`src/rtl/core/triangle_transform_cull_snap_defines.svh`:
```
// Assertion macros for the triangle transform block
`ifndef TRIANGLE_TRANSFORM_CULL_SNAP_DEFINES_SVH
`define TRIANGLE_TRANSFORM_CULL_SNAP_DEFINES_SVH

// same-cycle implication
`define TTCS_ASSERT_NOW(label, ante, cons) \
    label: assert property (@(posedge i_clk) disable iff (!i_rst_n) (ante) |-> (cons)) \
        else $error("ttcs check failed");

// next-cycle implication
`define TTCS_ASSERT_NEXT(label, ante, cons) \
    label: assert property (@(posedge i_clk) disable iff (!i_rst_n) (ante) |=> (cons)) \
        else $error("ttcs check failed");

`endif

```
`src/rtl/core/ttcs_pkg.sv`:
```
package ttcs_pkg;

    localparam int VIEW_W     = 320;
    localparam int VIEW_H     = 240;
    localparam int SNAP_SHIFT = 2;
    localparam int SNAP_STEP  = 1 << SNAP_SHIFT;

    localparam int T_W   = 22;
    localparam int Q_W   = 16;
    localparam int N_W   = 32;
    localparam int RC_W  = 26;
    localparam int IS_W  = 11;
    localparam int SZ_W  = 13;
    localparam int LAT   = 6;

    localparam logic [IS_W-1:0] ISZ_X = IS_W'(VIEW_W);
    localparam logic [IS_W-1:0] ISZ_Y = IS_W'(VIEW_H);
    localparam logic [RC_W-1:0] RECIP_X =
        RC_W'(((64'd1 << 32) + VIEW_W - 1) / VIEW_W);
    localparam logic [RC_W-1:0] RECIP_Y =
        RC_W'(((64'd1 << 32) + VIEW_H - 1) / VIEW_H);

    localparam logic [23:0] RGB_MASK = 24'hF8F8F8;

    localparam logic [2:0] REG_ROW_X  = 3'd0;
    localparam logic [2:0] REG_ROW_Y  = 3'd1;
    localparam logic [2:0] REG_ROW_Z  = 3'd2;
    localparam logic [2:0] REG_WIDTH  = 3'd3;
    localparam logic [2:0] REG_HEIGHT = 3'd4;

    localparam logic AXIS_X = 1'b0;
    localparam logic AXIS_Y = 1'b1;

    typedef struct packed {
        logic signed [15:0] a_x;
        logic signed [15:0] a_y;
        logic signed [15:0] a_z;
        logic signed [15:0] b_x;
        logic signed [15:0] b_y;
        logic signed [15:0] b_z;
        logic signed [15:0] c_x;
        logic signed [15:0] c_y;
        logic signed [15:0] c_z;
        logic [23:0]        rgb_in;
    } t_tri_in;

    typedef struct packed {
        logic               visible;
        logic signed [15:0] sa_x;
        logic signed [15:0] sa_y;
        logic signed [15:0] sa_z;
        logic signed [15:0] sb_x;
        logic signed [15:0] sb_y;
        logic signed [15:0] sb_z;
        logic signed [15:0] sc_x;
        logic signed [15:0] sc_y;
        logic signed [15:0] sc_z;
        logic [23:0]        rgb_out;
    } t_tri_out;

    typedef struct packed {
        logic signed [T_W-1:0] tx;
        logic signed [T_W-1:0] ty;
    } t_vtx_xy;

    function automatic logic signed [15:0] sat16(input logic signed [N_W-1:0] v);
        logic signed [15:0] r;
        if (v > N_W'(32767)) begin
            r = 16'sh7FFF;
        end else if (v < -N_W'(32768)) begin
            r = 16'sh8000;
        end else begin
            r = v[15:0];
        end
        return r;
    endfunction

endpackage

```
`src/rtl/core/ttcs_merge.sv`:
```
module ttcs_merge
    import ttcs_pkg::*;
(
    input  logic    i_clk,
    input  t_vtx_xy i_a,
    input  t_vtx_xy i_b,
    input  t_vtx_xy i_c,
    output logic    o_visible
);

    logic signed [T_W:0]     r_e1x, r_e1y, r_e2x, r_e2y;
    logic signed [2*T_W+1:0] r_pa, r_pb;
    logic signed [2*T_W+2:0] nz;
    logic                    r_vis0, r_vis1;

    assign nz = (2*T_W+3)'(r_pa) - (2*T_W+3)'(r_pb);

    always_ff @(posedge i_clk) begin
        r_e1x  <= (T_W+1)'(i_b.tx) - (T_W+1)'(i_a.tx);
        r_e1y  <= (T_W+1)'(i_b.ty) - (T_W+1)'(i_a.ty);
        r_e2x  <= (T_W+1)'(i_c.tx) - (T_W+1)'(i_a.tx);
        r_e2y  <= (T_W+1)'(i_c.ty) - (T_W+1)'(i_a.ty);
        r_pa   <= r_e1x * r_e2y;
        r_pb   <= r_e1y * r_e2x;
        r_vis0 <= nz > 0;
        r_vis1 <= r_vis0;
    end

    assign o_visible = r_vis1;

endmodule

```
`config.mk`:
```
export PLATFORM = sky130hd
export DESIGN_NAME = ttcs_merge
export DESIGN_NICKNAME = d
export VERILOG_FILES = /design/src/rtl/core/triangle_transform_cull_snap_defines.svh /design/src/rtl/core/ttcs_pkg.sv /design/src/rtl/core/ttcs_merge.sv
export SDC_FILE = /design/constraint.sdc
export NUM_CORES = 2
export LEC_CHECK = 0
export BUFFER_PORTS_ARGS = -buffer_cell sky130_fd_sc_hd__buf_4
export CORE_MARGIN = 4
export CORE_UTILIZATION = 40
export DETAILED_ROUTE_END_ITERATION = 10
export PLACE_DENSITY = 0.67
export SYNTH_ARGS = -nofsm -noshare
export SYNTH_HDL_FRONTEND = slang
export SYNTH_SLANG_ARGS = --single-unit
```
`constraint.sdc`:
```
create_clock -name i_clk -period 11.9 [get_ports i_clk]
set_input_delay 1.19 -clock i_clk [delete_from_list [all_inputs] [get_ports i_clk]]
set_output_delay 1.19 -clock i_clk [all_outputs]
set_load 0.03 [all_outputs]
```
==> metrics.txt <==
run status complete, no violations; Synth cell types between 80 and 90; Routed Antenna Nets 0; top cell type's share of synthesized area 0.4525; maximum achievable frequency between 100 and 150 MHz; clock tree sinks roughly 190; I/O Pins ~130; 1st-iter DRT viols about 2400; Final nets between 7000 and 8000; vias in the first global route between 40000 and 50000; Hold-fix buffers, CTS 0; largest area contributor in the netlist fa_1; worst r2r src r_e2x[8]; DIE HEIGHT about 360 um; CP arrival 9330 ps; DR WL/cell between 15 and 20 um; crit-path max FO 23; Worst Setup End Kind flip-flop; Post-DP HPWL 114100 um; port bufs about 130; main area contributors after synthesis fa_1 45%, inv_1 10%, ha_1 9.6%, dfxtp_1 7.4%, and2_1 6.0%; H-tree levels 4; worst r2r dst r_pb[44]; Post-CTS Setup Bufs 0; startpoint types flip-flop; gr usage total 0.2170; post_cts resized 0; Worst-Skew Late Latency roughly 520 ps; antenna violations before repair 5; setup TNS 0 ps; Tcrit/Tclk final 0.7471; Hold Crit Class flip-flop to flip-flop; Pre-antenna DRT Iters 8; Max-slew headroom 0.08091; die area 0.1313 mm^2; pin count of the biggest net entering global routing 25; layout cells sized above 1 0.04490; CP Launch Point r_e2x[8]; unrepaired setup endpoints after global routing false; clock slew at reported path FFs roughly 80 ps; Fillers ~12000; CTS tree done; Synth Cell Area 0.05022 mm^2; area delta synth->final 6.568%; Final Critical Period approximately 8900 ps; RD Place Congestion around 0.93; endpoints failing setup 0; number of synthesized register bits ~190; Ys Warns 0; Longest Clk Path Bufs 2; Final Max Slew Viols 0; sequential area share after synthesis 0.07415; final hold vios 0; Root Buffer clkbuf_16; Reg2Reg Setup Slack around 3000 ps; syn_nets 7223; global route overflow 0; Vias per Instance between 5 and 6; initial core utilization 0.4046; Max Cap Viol 0; Die W around 360 um; average size of a mapped cell ~9 um^2; crit path kind flip-flop to flip-flop; Worst-Margin Slew around 1400 ps; core area ~0.12 mm^2; Post-Route WL about 140000 um; top_reg_cell synth dfxtp_1; Cell Rows 129; EDFF count, synth 0; Critical Path RT between 10000 and 15000 ps; via count between 30000 and 40000; ys async rst share 0; Cells after Synth roughly 5600; Worst setup endpoint r_pb[44]; Reg2Reg Depth 23; clock skew 25.70 ps; total CTS buffers 17; DRC Markers 0; first-pass GRT wire length 222100 um
-- stage by stage --
step | hold WS (ps) | instances | setup WS (ps) | area (um^2) | util
2_1_floorplan | 309.6 | 5571 | 4543 | 50220 | -
3_3_place_gp | 333.8 | 7195 | 3273 | 52900 | 0.4262
3_5_place_dp | 327.9 | 7195 | 3169 | 52900 | 0.4262
4_1_cts | 359.8 | 7227 | 3133 | 53510 | 0.4311
5_1_grt | 366.9 | 7228 | 2764 | 53510 | 0.4311
6_report | 363.3 | 7231 | 3010 | 53520 | 0.4312
-- layout by cell type (no fill, tap or decap), types with 35 or more instances in the layout --
cell,n
a21o_1,66
a21oi_1,158
and2_1,481
buf_4,188
dfxtp_1,186
fa_1,1135
ha_1,384
inv_1,1387
nand2_1,651
nand2b_1,35
nand3_1,43
nor2_1,129
nor2b_1,56
nor3_1,37
o21a_1,39
o21ai_0,93
xnor2_1,147
xor2_1,37
-- worst max-delay path, stage by stage, from the launching register on --
cell      delay, ps
dfxtp_1        1170
nand2_1         330
fa_1            630
inv_1            60
fa_1            560
fa_1            460
fa_1            570
fa_1            430
fa_1            510
fa_1            430
ha_1            370
a211oi_1        350
o31a_1          190
o211ai_1        150
or3_1           360
a211oi_2        400
nor4b_1         140
buf_4           180
a221o_1         350
o31a_1          310
a2111o_1        400
a21o_1          180
a21oi_2         140
xnor2_1         130
-- metal layers --
layer / vias up / GRT usage / wire length, um
met3: 213 / 0.03536 / 8829
met5: - / 0 / 0
li1: 16600 / - / -
met1: 18990 / 0.2948 / 59440
met4: 0 / 0.06487 / 4551
met2: 1125 / 0.3587 / 64690
-- cell type report --
cell class	count	area, um^2	area share
multi-input combinational	3795	40510	0.7569
sequential	186	3724	0.06958
clock inverter	14	173.9	0.003250
antenna	4	10.01	0.0001870
inverter	1389	5214	0.09743
timing repair buffer	188	1411	0.02637
tap	1637	2048	0.03827
clock buffer	18	429.2	0.008019
-- flip-flops by register name (all words and copies together), names as in the netlist --
signal and cells:
r_e1y 23, r_e1x 23, r_e2y 23, r_vis0 1, r_pb 46, r_pa 46
r_e2x 23, o_visible 1
-- logic make-up after synthesis --
family,Yosys count,synth area share
fa+ha+maj,1519,0.5481
mux,8,0.001669
xor+xnor,184,0.03209
buf+inv,1590,0.1192
flops,186,0.07415
compound gates,556,0.07415
simple gates,1528,0.1505
-- worst min path at each step --
stage | cells past startpoint | end | slack, ps | start
finish | 0 | o_visible | 360 | r_vis0
global route | 0 | o_visible | 370 | r_vis0
CTS | 0 | o_visible | 360 | r_vis0
detailed placement | 0 | o_visible | 330 | r_vis0
global placement | 0 | o_visible | 330 | r_vis0
floorplan | 0 | o_visible | 310 | r_vis0
-- cells in the mapped netlist (all sizes together) (4+ instances only) --
master	instances
o21a	39
buf	11
o31ai	16
o22ai	4
a31oi	16
xor2	37
nand2b	35
a21oi	160
nor2	130
nor2b	56
a211oi	15
and2	482
nand3b	6
o2111ai	11
nor3	37
mux2i	5
nor3b	5
o211ai	14
a2111oi	5
or2	14
clkbuf	190
a211o	9
dfxtp	186
nand3	43
a41oi	9
o2111a	4
nand4	17
inv	1388
or3	18
nand2	651
and4	5
a21boi	15
fa	1135
xnor2	147
ha	384
o21ai	95
o2bb2ai	4
and3	13
o31a	12
o211a	4
o21bai	24
nor4	8
a21o	66
Power is not shown: default switching activity piles up to over one toggle a cycle in this logic, so the estimate is an artifact.
